$ cat config.mk
export PLATFORM = sky130hd
export DESIGN_NAME = oerm_cell
export DESIGN_NICKNAME = d
export VERILOG_FILES = /design/src/rtl/core/oerm_pkg.sv /design/src/rtl/core/oerm_cell.sv
export SDC_FILE = /design/constraint.sdc
export NUM_CORES = 2
export LEC_CHECK = 0
export ABC_CLOCK_PERIOD_IN_PS = 8700
export BUFFER_PORTS_ARGS = -buffer_cell sky130_fd_sc_hd__buf_2
export CAP_MARGIN = 20
export CORE_MARGIN = 5
export CORE_UTILIZATION = 50
export CTS_CLUSTER_SIZE = 20
export DETAILED_ROUTE_END_ITERATION = 10
export HOLD_SLACK_MARGIN = 0.1
export PLACE_DENSITY = 0.83
export SLEW_MARGIN = 20
export SYNTH_ARGS = -nofsm -noshare
export SYNTH_HDL_FRONTEND = slang
export SYNTH_SLANG_ARGS = --single-unit
$ cat constraint.sdc
create_clock -name clock -period 8.7 [get_ports clock]
set_clock_uncertainty 0.15 [all_clocks]
set_input_delay 2.175 -clock clock [delete_from_list [all_inputs] [get_ports clock]]
set_output_delay 2.175 -clock clock [all_outputs]
set_load 0.02 [all_outputs]
$ cat src/rtl/core/oerm_pkg.sv
// Package for the orbit rotation matrix block: widths, CORDIC constants, beat types.
// No dependencies.
package oerm_pkg;
   localparam int CordicStages = 14;
   localparam int AtanEntries  = 24;
   localparam int ZW = 36;

   localparam logic signed [ZW-1:0] GainQ30   = 36'sd652032874;
   localparam logic signed [ZW-1:0] PiQ30     = 36'sd3373259426;
   localparam logic signed [ZW-1:0] HalfPiQ30 = 36'sd1686629713;
   localparam logic signed [ZW-1:0] TwoPiQ30  = 36'sd6746518852;
   localparam logic signed [15:0]   OneQ14    = 16'sd16384;

   typedef struct packed {
      logic signed [15:0] periapsis_angle;
      logic signed [15:0] inclination_angle;
      logic signed [15:0] node_angle;
   } req_type;

   typedef struct packed {
      logic signed [15:0] m00;
      logic signed [15:0] m01;
      logic signed [15:0] m02;
      logic signed [15:0] m10;
      logic signed [15:0] m11;
      logic signed [15:0] m12;
      logic signed [15:0] m20;
      logic signed [15:0] m21;
      logic signed [15:0] m22;
   } rsp_type;

   // One rotator's working values inside the chain.
   typedef struct packed {
      logic signed [ZW-1:0] x;
      logic signed [ZW-1:0] y;
      logic signed [ZW-1:0] z;
      logic                 neg;
   } rot_type;

   typedef struct packed {
      logic    vld;
      rot_type r0;
      rot_type r1;
      rot_type r2;
   } cell_type;

   function automatic logic signed [ZW-1:0] atan_q30(input int k);
      logic [31:0] v;
      begin
         case (k)
            0: v = 32'h3243F6A8;   1: v = 32'h1DAC6705;
            2: v = 32'h0FADBAFC;   3: v = 32'h07F56EA6;
            4: v = 32'h03FEAB76;   5: v = 32'h01FFD55B;
            6: v = 32'h00FFFAAA;   7: v = 32'h007FFF55;
            8: v = 32'h003FFFEA;   9: v = 32'h001FFFFD;
            10: v = 32'h000FFFFF;  11: v = 32'h0007FFFF;
            12: v = 32'h0003FFFF;  13: v = 32'h0001FFFF;
            14: v = 32'h0000FFFF;  15: v = 32'h00007FFF;
            16: v = 32'h00003FFF;  17: v = 32'h00001FFF;
            18: v = 32'h00000FFF;  19: v = 32'h000007FF;
            20: v = 32'h000003FF;  21: v = 32'h000001FF;
            22: v = 32'h000000FF;  23: v = 32'h0000007F;
            default: v = 32'h0;
         endcase
         return $signed({4'b0, v});
      end
   endfunction
endpackage

$ cat src/rtl/core/oerm_cell.sv
// One CORDIC micro-rotation cell for all three angles, with its pipeline register.
// Depends on oerm_pkg.
module oerm_cell (
   input  logic                 clock,
   input  logic                 reset,
   input  logic                 enable,
   input  logic [4:0]           stage,
   input  oerm_pkg::cell_type   cell_i,
   output oerm_pkg::cell_type   cell_ff
);
   oerm_pkg::cell_type cell_in;

   function automatic oerm_pkg::rot_type rotate(input oerm_pkg::rot_type r,
                                               input logic [4:0] k);
      oerm_pkg::rot_type o;
      logic signed [oerm_pkg::ZW-1:0] dx, dy, a;
      begin
         dx = r.y >>> k;
         dy = r.x >>> k;
         a  = oerm_pkg::atan_q30(int'(k));
         o = r;
         if (!r.z[oerm_pkg::ZW-1]) begin
            o.x = r.x - dx;  o.y = r.y + dy;  o.z = r.z - a;
         end else begin
            o.x = r.x + dx;  o.y = r.y - dy;  o.z = r.z + a;
         end
         return o;
      end
   endfunction

   always_comb begin
      cell_in.vld = cell_i.vld;
      cell_in.r0  = rotate(cell_i.r0, stage);
      cell_in.r1  = rotate(cell_i.r1, stage);
      cell_in.r2  = rotate(cell_i.r2, stage);
   end

   always_ff @(posedge clock) begin
      if (reset) begin
         cell_ff.vld <= 1'b0;
      end else if (enable) begin
         cell_ff.vld <= cell_in.vld;
      end
      if (enable) begin
         cell_ff.r0 <= cell_in.r0;
         cell_ff.r1 <= cell_in.r1;
         cell_ff.r2 <= cell_in.r2;
      end
   end
endmodule

==> summary.md <==
| Metric | Value |
|---|---|
| Synthesized Nets | approximately 5800 |
| Synth cell types | 113 |
| Setup crit start kind | input port |
| Placed Cells | 7024 |
| Final hold viol count | 0 |
| DRC errors left | 0 |
| Clock network power share | around 18% |
| Top cell type by total area after synthesis | edfxtp_1 |
| Commonest non-fill, non-tap cell in the layout | buf_2 |
| Slew HR | 16.9% |
| DR iter-0 viols | 7346 |
| Critical path arrival | 8400 ps |
| Num ports | between 600 and 700 |
| Post-synth top area share | 20.8% |
| Critical Path RT | roughly 8900 ps |
| Wirelength per Cell | 27.5 um |
| First-pass GRT wire length | roughly 280000 um |
| DRT Pass-1 Iters | 9 |
| Finished Layout Cells | 7137 |
| CTS Buf Count | 41 |
| Async SR Flop Fraction | 0% |
| P_int | 5.49 mW |
| Post-Synth Adder-Cell Area | 9.21% |
| Starting Density | 50.5% |
| CTS resizes | 0 |
| Post-Route WL | 197000 um |
| Syn_area_per_cell | 9.23 um^2 |
| GR Util met2 | between 50% and 60% |
| Final #Nets | 6491 |
| Top FF cell, synth | edfxtp_1 |
| Register area share after synthesis | 20.8% |
| Number of synthesized flops with an enable pin | approximately 330 |
| CTS Buffer Depth | 3 |
| Leakage power | between 20 and 25 nW |
| All-layer global routing usage | 37.0% |
| Global Route met1 Usage | about half |
| Net Switching | around 4.3 mW |
| Post-DR vias/cell | about 6.8 |
| Layout area overhead | 15.0% |
| Minimum clock period | 8190 ps |
| Share of cells above drive strength 1 | 25.8% |
| Core area | approximately 93000 um^2 |
| Ys Warns | 0 |
| Largest net degree at the start of global routing | between 100 and 150 |
| XOR/XNOR Fraction of Synth Area | 8.87% |
| Tcrit/Tclk final | 94.1% |
| Core Util, Final | 58.1% |
| Largest Register | cell_ff |
| Die Y-Extent | 317 um |
| Biggest registers after layout | cell_ff (328) |
| Reg area | 9840 um^2 |
| Synth Area in Compound Gates | 19.9% |
| Crit Path Max Fanout | 33 |
| Clk slew on worst S/H paths | 50 ps |
| Outcome | completed |
| Synthesis-stage register bit count | 328 |
| Gate Count Post-Synth | just over 5000 |
| Vias post-DR | 48400 |
| Endpoints failing setup | 0 |
| Net switching share of the total power | 44.1% |
| GPL Wtd Cong | 1.07 |
| Pwr Density | 181 nW/um^2 |
| GR Overflow Total | 0 |
| Number of fillers in the final layout | roughly 8300 |
| Final TNS setup | 0 ps |
| TritonCTS clock tree | yes |
| Max FFs per register | 328 |
| Comb power frac | 56.9% |
| Post CTS Setup Buffer Count | 0 |
| Vias in the first global route | 45200 |
| RSZ-0062 raised after global routing | false |
| CP endpoint kind | flop |
| Max cap viols | 0 |
| Worst-Skew Late Latency | ~600 ps |
| Die width | 317 um |
| IO Port Bufs | ~660 |
| # hold bufs at CTS | 0 |
| Sink Count | 328 |
| Std cell rows | between 100 and 150 |
| Worst Hold Class | reg -> reg |
| Register share of total power | approximately a quarter |
| CTS root buf | clkbuf_16 |
| Mux cell area share after synthesis | 22.3% |
| Global route hottest layer | met2 |
| Largest cells by area after synthesis | edfxtp_1 (21%), mux4_2 (14%), ha_1 (8.8%), xnor2_1 (5.6%), mux2i_1 (5.2%) |
| Commonest non-fill, non-tap cells in the layout | buf_2 (654), nor2_1 (488), a21oi_1 (441), nand2_1 (381), ha_1 (333) |
| Least-Margin Pin Slew | approximately 1200 ps |
| VDD IR max | 0.143 mV |
| Largest family of logic cells by synthesized area | multiplexers |
| # H-tree levels | 2 |
| Area occupied by multi-input gates | 35300 um^2 |
| Met3 usage | 13.0% |
| Post-Synth Simple-Gate Area | 14.4% |
| Die Area | 101000 um^2 |
| F_max | 122 MHz |
| Worst setup path class | in -> reg |
| Initial antenna violation count | 57 |
| Dpl hpwl | 157000 um |
| Post-synthesis cell area | 47200 um^2 |
| Antenna viol nets, final | 0 |
| Final Max Tran Viols | 0 |
## critical path, cell delays in order
cell and delay, ps:
buf_8 260, buf_16 270, mux4_2 540, mux2i_1 510, o221a_2 350, ha_1 170, and2_1 250, nand3_1 180
nor4b_1 490, a21oi_1 150, xor2_1 180, ha_1 350, a21o_1 200, a21o_1 170, a211oi_1 250, o21ai_0 170
o41ai_1 390, a31oi_1 180, o211a_1 270, o21a_1 190, o21a_1 180, o41ai_1 330, xnor2_1 120
## stage by stage
stage | total power, mW | cell area (um^2) | hold WS, ps | setup slack (ps)
after global routing | 10.3 | 54300 | 424 | 1.43
after detailed placement | 7.94 | 52800 | 328 | 12.6
after global placement | 7.86 | 52800 | 316 | 71.3
final | 9.83 | 54300 | 341 | 510
after CTS | 9.72 | 54200 | 341 | 651
after floorplan | 6.14 | 47200 | 429 | 119
## routing by layer
layer,up-vias,share of wire [%],wire (um)
met5,-,0.078,154
met4,22,6.2,12100
met3,723,14,28400
met2,3755,42,82200
met1,22900,38,73800
li1,21000,-,-
## cells in the mapped netlist (38+ instances only)
cell type  count
xor2_1       174
a31oi_1       78
o21bai_1      51
mux2i_1      246
nand3_1       88
a21oi_1      441
and2_1        57
and3_1        49
a211oi_1      57
o21a_1        72
o22ai_1       61
nor3_1        82
nor2_1       490
edfxtp_1     327
nor2b_1       66
nand2_1      381
buf_2         96
o21ai_0      253
nand2b_1      49
ha_1         333
mux4_2       294
mux2_2       103
a21o_1       139
inv_1        126
o211ai_1      38
xnor2_1      304
clkbuf_1     119
## final cells by class
cell class	instances	area share (%)
diodes	38	0.175
clock buffers	45	1.96
clock inverters	30	0.518
inverters	128	0.901
multi-input cells	4368	65.0
flip-flops and latches	328	18.1
well taps	1254	2.89
repair buffers	946	10.4
## logic make-up after synthesis
group	count (synthesis)
AOI/OAI and AO/OA	1464
and+or+nand+nor	1422
xor gates and xnor gates	478
muxes	662
DFF	328
buffers and inverters	419
adders and majority gates	342
## path summary, 6_finish.rpt
| path | from | to | slack, ps | depth (start not counted) |
|---|---|---|---|---|
| worst max register to register | cell_ff[327] | cell_ff[327] | 7970 | 2 |
| worst min-delay path | cell_ff[327] | cell_ff[327] | 340 | 2 |
| worst min register to register | cell_ff[327] | cell_ff[327] | 340 | 2 |
| worst max-delay path | stage[0] | cell_ff[108] | 510 | 23 |
## power by group through the flow
stage | Sequential, mW | Clock [mW] | Combinational (mW)
floorplan | 3.04 | 0 | 3.10
finish | 2.49 | 1.75 | 5.59
global placement | 2.51 | 0 | 5.35
detailed placement | 2.52 | 0 | 5.42
global route | 2.52 | 1.84 | 5.95
CTS | 2.49 | 1.77 | 5.46
No activity file was read; power rests on OpenSTA's default activity.
