$ cat src/rtl/core/oerm_pkg.sv
// Package for the orbit rotation matrix block: widths, CORDIC constants, beat types.
// No dependencies.
package oerm_pkg;
   localparam int CordicStages = 14;
   localparam int AtanEntries  = 24;
   localparam int ZW = 36;

   localparam logic signed [ZW-1:0] GainQ30   = 36'sd652032874;
   localparam logic signed [ZW-1:0] PiQ30     = 36'sd3373259426;
   localparam logic signed [ZW-1:0] HalfPiQ30 = 36'sd1686629713;
   localparam logic signed [ZW-1:0] TwoPiQ30  = 36'sd6746518852;
   localparam logic signed [15:0]   OneQ14    = 16'sd16384;

   typedef struct packed {
      logic signed [15:0] periapsis_angle;
      logic signed [15:0] inclination_angle;
      logic signed [15:0] node_angle;
   } req_type;

   typedef struct packed {
      logic signed [15:0] m00;
      logic signed [15:0] m01;
      logic signed [15:0] m02;
      logic signed [15:0] m10;
      logic signed [15:0] m11;
      logic signed [15:0] m12;
      logic signed [15:0] m20;
      logic signed [15:0] m21;
      logic signed [15:0] m22;
   } rsp_type;

   // One rotator's working values inside the chain.
   typedef struct packed {
      logic signed [ZW-1:0] x;
      logic signed [ZW-1:0] y;
      logic signed [ZW-1:0] z;
      logic                 neg;
   } rot_type;

   typedef struct packed {
      logic    vld;
      rot_type r0;
      rot_type r1;
      rot_type r2;
   } cell_type;

   function automatic logic signed [ZW-1:0] atan_q30(input int k);
      logic [31:0] v;
      begin
         case (k)
            0: v = 32'h3243F6A8;   1: v = 32'h1DAC6705;
            2: v = 32'h0FADBAFC;   3: v = 32'h07F56EA6;
            4: v = 32'h03FEAB76;   5: v = 32'h01FFD55B;
            6: v = 32'h00FFFAAA;   7: v = 32'h007FFF55;
            8: v = 32'h003FFFEA;   9: v = 32'h001FFFFD;
            10: v = 32'h000FFFFF;  11: v = 32'h0007FFFF;
            12: v = 32'h0003FFFF;  13: v = 32'h0001FFFF;
            14: v = 32'h0000FFFF;  15: v = 32'h00007FFF;
            16: v = 32'h00003FFF;  17: v = 32'h00001FFF;
            18: v = 32'h00000FFF;  19: v = 32'h000007FF;
            20: v = 32'h000003FF;  21: v = 32'h000001FF;
            22: v = 32'h000000FF;  23: v = 32'h0000007F;
            default: v = 32'h0;
         endcase
         return $signed({4'b0, v});
      end
   endfunction
endpackage

$ cat src/rtl/core/oerm_fold.sv
// Angle widening and quadrant folding ahead of the CORDIC chain, registered.
// Depends on oerm_pkg.
module oerm_fold (
   input  logic                     clock,
   input  logic                     enable,
   input  logic signed [15:0]       angle,
   output oerm_pkg::rot_type        rot_ff
);
   oerm_pkg::rot_type rot_in;
   logic signed [oerm_pkg::ZW-1:0] z;

   always_comb begin
      z = {{(oerm_pkg::ZW-34){angle[15]}}, angle, 18'b0};
      if (z > oerm_pkg::PiQ30) z = z - oerm_pkg::TwoPiQ30;
      if (z < -oerm_pkg::PiQ30) z = z + oerm_pkg::TwoPiQ30;
      rot_in.neg = 1'b0;
      if (z > oerm_pkg::HalfPiQ30) begin
         z = z - oerm_pkg::PiQ30;
         rot_in.neg = 1'b1;
      end else if (z < -oerm_pkg::HalfPiQ30) begin
         z = z + oerm_pkg::PiQ30;
         rot_in.neg = 1'b1;
      end
      rot_in.x = oerm_pkg::GainQ30;
      rot_in.y = '0;
      rot_in.z = z;
   end

   always_ff @(posedge clock) begin
      if (enable) rot_ff <= rot_in;
   end
endmodule

$ cat config.mk
export PLATFORM = sky130hd
export DESIGN_NAME = oerm_fold
export DESIGN_NICKNAME = d
export VERILOG_FILES = /design/src/rtl/core/oerm_pkg.sv /design/src/rtl/core/oerm_fold.sv
export SDC_FILE = /design/constraint.sdc
export NUM_CORES = 1
export LEC_CHECK = 0
export ABC_AREA = 0
export BUFFER_PORTS_ARGS = -buffer_cell sky130_fd_sc_hd__buf_2
export CAP_MARGIN = 25
export CORE_ASPECT_RATIO = 1.1
export CORE_MARGIN = 1
export CORE_UTILIZATION = 59
export DETAILED_ROUTE_END_ITERATION = 6
export PLACE_DENSITY = 0.95
export SLEW_MARGIN = 0
export SYNTH_ARGS = -nofsm -noshare
export SYNTH_HDL_FRONTEND = slang
export SYNTH_SLANG_ARGS = --single-unit
export TNS_END_PERCENT = 5
$ cat constraint.sdc
create_clock -name clock -period 9.8 [get_ports clock]
set_input_delay 0 -clock clock [delete_from_list [all_inputs] [get_ports clock]]
set_output_delay 0 -clock clock [all_outputs]
set_load 0.005 [all_outputs]
==> reports/results.txt, run 1 <==
outcome: complete, no violations
Yosys top cell by area: edfxtp_1
Netlist cell types: 85
worst vdd ir: 0.00004992 V
Regs by FF count: rot_ff: 29 flops
fin crit share: 0.6535
pwr dens: 133.4 mW/mm^2
leading cell types by count after synthesis: buf_4 (81), nor2_1 (38), nand2_1 (37)
max FFs per register: 29
DRC: 0
RSZ-0062 raised after global routing: no
DR pass1 iterations: 5
GRT overflow: 0
Core Util, Final: 0.6059
Avg Cell Area, Syn: 7.867 sq um
cell count after synthesis: 574
Seq cells post-synth: 29
Initial DRC Count: 413
P_leak: 1.765 nW
Post-Layout Cell Count: 685
Starting Density: 0.6076
Setup Total Neg Slack: 0 ps
setup bufs post-CTS: 0
IO buf count: 53
Filler cells: 692
first-pass GRT wire length: 18.24 mm
count leader, synth: buf_4
post-route ant nets: 0
total CTS buffers: 5
CP Class: input port to flip-flop
Top Ports: 127
GPL Wtd Cong: 1.034
ys async rst share: 0
CTS tree: done
clk buf depth: 2
top cell type's share of synthesized area: 0.1929
Placed Cells: 676
minimum hold slack: 265.8 ps
GRT Total Usage: 0.2813
number of core rows: 33
initial antenna violation count: 0
number of flops mapped to enable cells by yosys: 29
number of diodes: 0
final WL: 11.49 mm
DP HPWL: 8.839 mm
Die Y: 93.76 microns
CP Data Required Time: 9810 ps
die width: 85.42 microns
Setup Viol. Count Final: 0
clock root buffer master: clkbuf_8
layout cell share with drive strength beyond 1: 0.1455
Post-layout nets: 626
placed cell areas: 0.004414 sq mm
multi-input logic area: 0.003090 sq mm
flip-flop and latch area: 870.8 sq um
Slew HR: 0.2650
WL per Instance: 16.78 microns
Worst setup EP type: flip-flop
Core ar.: 0.007432 sq mm
DIE AREA: 0.008008 sq mm
vias in the first global route: 3803
Arr. time, crit path: 6410 ps
vias per cell: 6.543
post-cts resize count: 0
Area contributors post-synth: edfxtp_1 (19%), buf_4 (13%), xnor2_1 (5.8%)
largest net degree at the start of global routing: 32
clock sinks: 29
fin crit period: 6404 ps
Worst setup SP type: input port
htree depth: 2
Synth Warn #: 0
worst-margin pin slew: 1098 ps
max frequency: 0.1562 GHz
hold_buf cts: 0
sequential fraction of the synthesis area: 0.1929
Tightest Hold Check Type: input port to flip-flop
via count: 4482
Max Cap Violations: 0
clk slew on worst S/H paths: 60 ps
Final Hold Fails: 0
Max Slew Vio Count: 0
Layout area overhead: -0.2771%
Main synth FF type: edfxtp_1
critical path fanouts, max: 31
Post-Syn Area: 0.004516 sq mm
Top reg by flops: rot_ff
post-route design area: 0.004503 sq mm
[per-stage QoR]
stage          total power (W)  worst slack, ps
3_3_place_gp         0.0004909             3595
2_1_floorplan        0.0004452             5061
3_5_place_dp         0.0005004             3291
5_1_grt              0.0006393             2891
4_1_cts              0.0005911             3566
6_report             0.0006006             3396
[power breakdown]
group	switching (W)	internal, W
clock	0.0000427	0.0000476
sequential	0.00000627	0.000178
combinational	0.000205	0.000121
[final timing paths]
kind / startpoint / to / cells past startpoint
worst max-delay path: angle[8] / rot_ff[25] / 18
worst min-delay path: enable / rot_ff[23] / 1
[critical path: stages]
cell      delay (ps)
buf_2            180
nand4b_1         270
a2111o_1         510
a21oi_2          640
inv_2            310
nor4_1           420
o31ai_2          160
a31oi_2          810
inv_2            470
ha_1             450
inv_1            150
ha_1             290
nand2_1          110
o22ai_1          210
nor4_2           100
nor2_1           860
a22oi_1          260
xnor2_1          190
[layer usage]
metal	vias to the layer above	wire [microns]	GRT usage
li1	2062	-	-
met1	2055	4686	0.3580
met2	329	5482	0.4867
met4	0	359	0.1222
met3	36	963	0.02285
met5	-	0	0
[cells in the final DEF, fill, tap and decap left out, drive strengths merged, types with 8 or more instances in the layout]
cell type and instances:
conb 73, buf 54, nor2 38, o21ai 38, nand2 37, xnor2 30, edfxtp 29, nand3 23
inv 21, a21oi 20, a211oi 15, nor3 14, nor4 13, ha 11, mux2i 10, xor2 8
o21a 8, a31oi 8
[cells by family (layout without fill, tap and decap cells)]
family,count (synthesis),count (layout),share of synthesized area
mux,11,11,0.02466
other cells,2,73,0.001663
flops,29,29,0.1929
buf+inv,130,83,0.1818
xor+xnor,38,38,0.07370
compound gates,179,179,0.2940
simple gates,174,174,0.2009
fa+ha+maj,11,11,0.03048
[layout make-up]
cell class / instances / share of cell area
well taps: 87 / 0.02417
clock buffers: 5 / 0.01528
repair buffers: 54 / 0.06057
clock inverters: 3 / 0.002779
flip-flops and latches: 29 / 0.1934
inverters: 21 / 0.01750
multi-input cells: 486 / 0.6863
No activity file was read; power rests on OpenSTA's default activity.
==> run 2: changes to the inputs <==
Settings changed: CORE_UTILIZATION 59 to 54, PLACE_DENSITY 0.95 to 0.93.
Clock period 9.8 ns to 6.6 ns, I/O delays scaled along.
==> run 2 against run 1 <==
Cell count is 4.2% higher. Global-route usage is 1.6 points lower. Sequential share of layout area fell by 0.37 points. First-iteration DRC count decreased by 15%. Critical path depth unchanged. Combinational power is 51% higher. Via count shrank 1.2%. Utilization decreased by 3.2 points. Non-clock buffer count grew 8. Clock power is 51% higher. Critical path type unchanged. Largest cell class unchanged.
==> reports/results.txt, run 2 (same netlist as run 1, synthesis figures left out) <==
DIE AREA: 0.008733 sq mm (+9.0%)
DRC: 0 (unchanged)
P_leak: 1.808 nW (+2.4%)
CTS tree: done
Worst setup SP type: input port
commonest non-fill, non-tap cell in the layout: conb_1
Die Y: 97.91 microns (+4.4%)
Setup Viol. Count Final: 0 (unchanged)
GRT overflow: 0 (unchanged)
Initial DRC Count: 352 (-15%)
Tightest Hold Check Type: input port to flip-flop
Core ar.: 0.007998 sq mm (+7.6%)
Top reg by flops: rot_ff
setup bufs post-CTS: 0 (unchanged)
post-route setup slack: 827.0 ps (-2569 ps)
largest net degree at the start of global routing: 31 (-3.1%)
max FFs per register: 29 (unchanged)
CP Data Required Time: 6620 ps (-3190 ps)
Setup Total Neg Slack: 0 ps (unchanged)
pre-CTS WS: 672.0 ps (-2619 ps)
first-pass GRT wire length: 18.52 mm (+1.6%)
DR pass1 iterations: 5 (unchanged)
pwr dens: 196.0 mW/mm^2 (+47%)
Placed Cells: 705 (+4.3%)
die width: 89.19 microns (+4.4%)
clock sinks: 29 (unchanged)
htree depth: 2 (unchanged)
IO buf count: 53 (unchanged)
total CTS buffers: 5 (unchanged)
vias in the first global route: 3913 (+2.9%)
max frequency: 0.1732 GHz
minimum hold slack: 275.5 ps (+9.679 ps)
GPL Wtd Cong: 0.9768 (-5.6%)
Top Ports: 127 (unchanged)
RSZ-0062 raised after global routing: no
Layout area overhead: 1.662%
initial antenna violation count: 0 (unchanged)
worst vdd ir: 0.00008012 V (+60%)
Arr. time, crit path: 5790 ps (-620 ps)
Final Hold Fails: 0 (unchanged)
fin crit period: 5773 ps
fin crit share: 0.8747
final WL: 11.77 mm (+2.4%)
number of diodes: 0 (unchanged)
CP Capture Point: rot_ff[28]
Regs by FF count: rot_ff: 29 flops
DP HPWL: 9.332 mm (+5.6%)
critical path fanouts, max: 17 (-45%)
layout cell share with drive strength beyond 1: 0.1584 (+0.01293)
post-route ant nets: 0 (unchanged)
number of core rows: 34 (+3.0%)
via count: 4428 (-1.2%)
Post-layout nets: 634 (+1.3%)
hold_buf cts: 0 (unchanged)
commonest non-fill, non-tap cells in the layout: conb_1 (73), buf_2 (53), nor2_1 (38)
Worst setup EP type: flip-flop
Max Slew Vio Count: 0 (unchanged)
post-cts resize count: 0 (unchanged)
Post-Layout Cell Count: 714 (+4.2%)
worst-margin pin slew: 736.3 ps (-362.1 ps)
Final Power: 0.0008998 W (+50%)
clock root buffer master: clkbuf_8
outcome: complete, no violations
Critical path origin: angle[8]
WL per Instance: 16.48 microns (-1.8%)
vias per cell: 6.202 (-5.2%)
GRT Total Usage: 0.2656 (-0.01573)
Slew HR: 0.5056 (+0.2406)
clk buf depth: 2 (unchanged)
clk slew on worst S/H paths: 60 ps (about the same)
Max Cap Violations: 0 (unchanged)
Starting Density: 0.5646 (-0.04296)
CP Class: input port to flip-flop
run 2: cell count changes in the layout (fill, tap and decap cells not counted):
cell,before,now
clkinv_1,2,0
clkbuf_1,0,1
buf_4,1,9
clkinv_2,1,2
run 2: worst min path at each step:
stage / start / to / slack (ps) / depth (start not counted)
6_report: enable / rot_ff[14] / 280 / 1
5_1_grt: enable / rot_ff[28] / 300 / 1
4_1_cts: enable / rot_ff[14] / 280 / 1
3_5_place_dp: rot_ff[15] / rot_ff[15] / 390 / 1
3_3_place_gp: rot_ff[22] / rot_ff[22] / 390 / 1
2_1_floorplan: enable / rot_ff[10] / 110 / 0
run 2: per-stage QoR:
step           instance area (sq um)  utilization
2_1_floorplan                   4782            -
3_5_place_dp                    4501       0.5627
6_report                        4591       0.5740
3_3_place_gp                    4501       0.5627
5_1_grt                         4591       0.5740
4_1_cts                         4583       0.5731
run 2: worst max-delay path, stage by stage:
cell       delay (ps)
buf_2             170
nand4b_1          270
a2111o_1          500
a21oi_2           590
inv_2             300
or4_4             600
a211oi_2          320
a31oi_2           350
ha_1              320
buf_4             190
ha_1              270
nand2_1           130
nor2_1             50
o311ai_1          610
a311o_1           570
buf_4             240
a2bb2oi_1         200
xnor2_1            80
run 2: power breakdown:
| group | internal [W] | leakage (nW) | switching [W] |
|---|---|---|---|
| Combinational | 0.000186 | 1.48 | 0.000304 |
| Sequential | 0.000264 | 0.283 | 0.00000935 |
| Clock | 0.0000728 | 0.0450 | 0.0000630 |
| Total | 0.000523 | 1.81 | 0.000377 |
run 2: area by class of cell:
| type | instances | area, sq um |
|---|---|---|
| clock buffers | 6 | 72.57 |
| clock inverters | 2 | 10.01 |
| fillers | 807 | 3407 |
| inverters | 21 | 78.83 |
| multi-input cells | 486 | 3090 |
| flip-flops and latches | 29 | 870.8 |
| well taps | 108 | 135.1 |
| repair buffers | 62 | 332.8 |
run 2: metal layers:
metal,routed length (microns),track usage,share of wire,vias up
met5,0,0,0,-
met4,425,0.1209,0.036,0
met3,817,0.02959,0.069,40
met2,5631,0.4392,0.48,266
met1,4893,0.3417,0.42,2055
li1,-,-,-,2067
==> run 3: changes to the inputs <==
Settings changed: CELL_PAD_IN_SITES_DETAIL_PLACEMENT set to 1, CELL_PAD_IN_SITES_GLOBAL_PLACEMENT set to 1, CORE_UTILIZATION 54 to 40, CTS_BUF_LIST set to sky130_fd_sc_hd__clkbuf_8, PLACE_DENSITY 0.93 to 0.95.
==> run 3 against run 2 <==
Wire length is 15% higher. Via count rose by 0.77%. Power up 1.3%. Sequential cell count did not move. Sequential share of layout area fell by 0.22 points. Non-clock buffer count rose by 1. First-iteration DRC count down 22%. Combinational power up 2%. Critical path type unchanged. Critical endpoint is now rot_ff[11]. Largest cell class unchanged. Largest power group unchanged.
==> reports/results.txt, run 3 (same netlist as run 1, synthesis figures left out) <==
outcome: complete, no violations
Arr. time, crit path: 5410 ps (-380 ps)
sequential power share: 0.301 (-0.003)
die width: 103.3 microns (+16%)
crit path max-delay cell type: a311o_1
DR pass1 iterations: 5 (unchanged)
htree depth: 2 (unchanged)
GRT overflow: 0 (unchanged)
Buf/Inv on CP: 5 (+1)
net switching power: 0.0003897 W (+3.4%)
commonest non-fill, non-tap cells in the layout: conb_1 (73), buf_2 (53), nor2_1 (38)
via count: 4462 (+0.77%)
Layout area overhead: 2.882%
total CTS buffers: 5 (unchanged)
Top reg by flops: rot_ff
Post-layout nets: 635 (+0.16%)
critical path cell sequence: buf_2, o41ai_2, a2111o_1, a21oi_2, inv_2, a2bb2oi_1, nand3_1, a31oi_2, inv_2, buf_4, o21ai_1, nand2_1, o311ai_1, a311o_1, buf_4, mux2i_1, a21o_1
DRC: 0 (unchanged)
max frequency: 0.1862 GHz (+7.5%)
first-pass GRT wire length: 21.81 mm (+18%)
setup bufs post-CTS: 0 (unchanged)
grt met2 use: 0.4040 (-0.03522)
DP HPWL: 10.81 mm (+16%)
Max Slew Vio Count: 0 (unchanged)
Starting Density: 0.4120 (-0.1526)
worst-margin pin slew: 904.8 ps (+168.4 ps)
Setup Total Neg Slack: 0 ps (unchanged)
CP Data Required Time: 6640 ps (+20 ps)
initial antenna violation count: 0 (unchanged)
Max stage delay on crit path: 600 ps (about the same)
clk slew on worst S/H paths: 60 ps (about the same)
clk buf depth: 2 (unchanged)
Max Cap Violations: 0 (unchanged)
Tightest Hold Check Type: input port to flip-flop
Worst setup EP type: flip-flop
vias per cell: 5.918 (-4.6%)
final WL: 13.49 mm (+15%)
Regs by FF count: rot_ff: 29 flops
Worst path top cell family by delay: compound AO/OA/AOI/OAI gates
Comb power frac: 0.551 (+0.006)
Top Ports: 127 (unchanged)
commonest non-fill, non-tap cell in the layout: conb_1
Int Pwr: 0.0005216 W (-0.29%)
max FFs per register: 29 (unchanged)
post-cts resize count: 0 (unchanged)
hold_buf cts: 0 (unchanged)
clock root buffer master: clkbuf_8
Post-Layout Cell Count: 754 (+5.6%)
Worst setup SP type: input port
worst vdd ir: 0.0001109 V (+38%)
CTS tree: done
Final Hold Fails: 0 (unchanged)
layout cell share with drive strength beyond 1: 0.1582 (-0.0002610)
Initial DRC Count: 273 (-22%)
Core ar.: 0.01096 sq mm (+37%)
largest net degree at the start of global routing: 31 (unchanged)
post-route ant nets: 0 (unchanged)
GRT Total Usage: 0.2330 (-0.03255)
RSZ-0062 raised after global routing: no
met1 Use GR: 0.3023 (-0.03936)
Placed Cells: 745 (+5.7%)
switching share of power: 0.4276 (+0.008974)
GPL Wtd Cong: 0.9546 (-2.3%)
critical path fanouts, max: 30 (+13)
Clk pwr share: 0.148 (-0.003)
fin crit period: 5370 ps (-402.7 ps)
CP Class: input port to flip-flop
Slew HR: 0.3925 (-0.1131)
DIE AREA: 0.01172 sq mm (+34%)
P_leak: 1.811 nW (+0.17%)
number of core rows: 40 (+18%)
Most Used Layer, Global Route: met2
Die Y: 113.4 microns (+16%)
Setup Viol. Count Final: 0 (unchanged)
IO buf count: 53 (unchanged)
WL per Instance: 17.89 microns (+8.6%)
number of diodes: 0 (unchanged)
met3 Usage GRT: 0.01716 (-0.01243)
fin crit share: 0.8137 (-0.06102)
pwr dens: 196.2 mW/mm^2 (about the same)
clock sinks: 29 (unchanged)
vias in the first global route: 4335 (+11%)
## run 3: changes by cell type in the layout (fill, tap and decap cells not counted)
| cell | previous run | this run |
|---|---|---|
| clkinv_2 | 2 | 1 |
| clkinv_1 | 0 | 2 |
| clkbuf_1 | 1 | 0 |
| buf_4 | 9 | 10 |
## run 3: power groups by stage
stage / logic, W / registers, W / clock network (W)
finish: 0.000502 / 0.000275 / 0.000135
detailed placement: 0.000490 / 0.000280 / 0
global placement: 0.000474 / 0.000278 / 0
floorplan: 0.000374 / 0.000287 / 0
CTS: 0.000493 / 0.000276 / 0.000137
global route: 0.000553 / 0.000282 / 0.000145
## run 3: layout make-up
cell class	count	area, sq um
Fill cell	1392	6315
Tap cell	147	183.9
Inverter	21	78.83
Sequential cell	29	870.8
Clock buffer	5	68.82
Timing Repair Buffer	63	340.3
Multi-Input combinational cell	486	3090
Clock inverter	3	12.51
## run 3: layer usage
layer	share of wire	vias to the layer above
li1	-	2079
met1	0.43	2142
met2	0.49	202
met3	0.051	39
met4	0.025	0
met5	0	-
## run 3: per-stage QoR
| step | hold WS (ps) | utilization | power [W] | area [sq um] | setup WS [ps] |
|---|---|---|---|---|---|
| 2_1_floorplan | 112.5 | - | 0.0006610 | 4782 | 1861 |
| 3_3_place_gp | 390.6 | 0.4158 | 0.0007523 | 4557 | 1193 |
| 3_5_place_dp | 394.3 | 0.4158 | 0.0007701 | 4557 | 1041 |
| 4_1_cts | 273.2 | 0.4232 | 0.0009061 | 4638 | 1313 |
| 5_1_grt | 296.5 | 0.4239 | 0.0009803 | 4646 | 921.5 |
| 6_report | 271.2 | 0.4239 | 0.0009113 | 4646 | 1230 |
## run 3: path summary, 6_finish.rpt
| path | start | end | slack [ps] | cells past startpoint |
|---|---|---|---|---|
| hold / removal | enable | rot_ff[18] | 270 | 1 |
| setup / recovery | angle[3] | rot_ff[11] | 1230 | 17 |
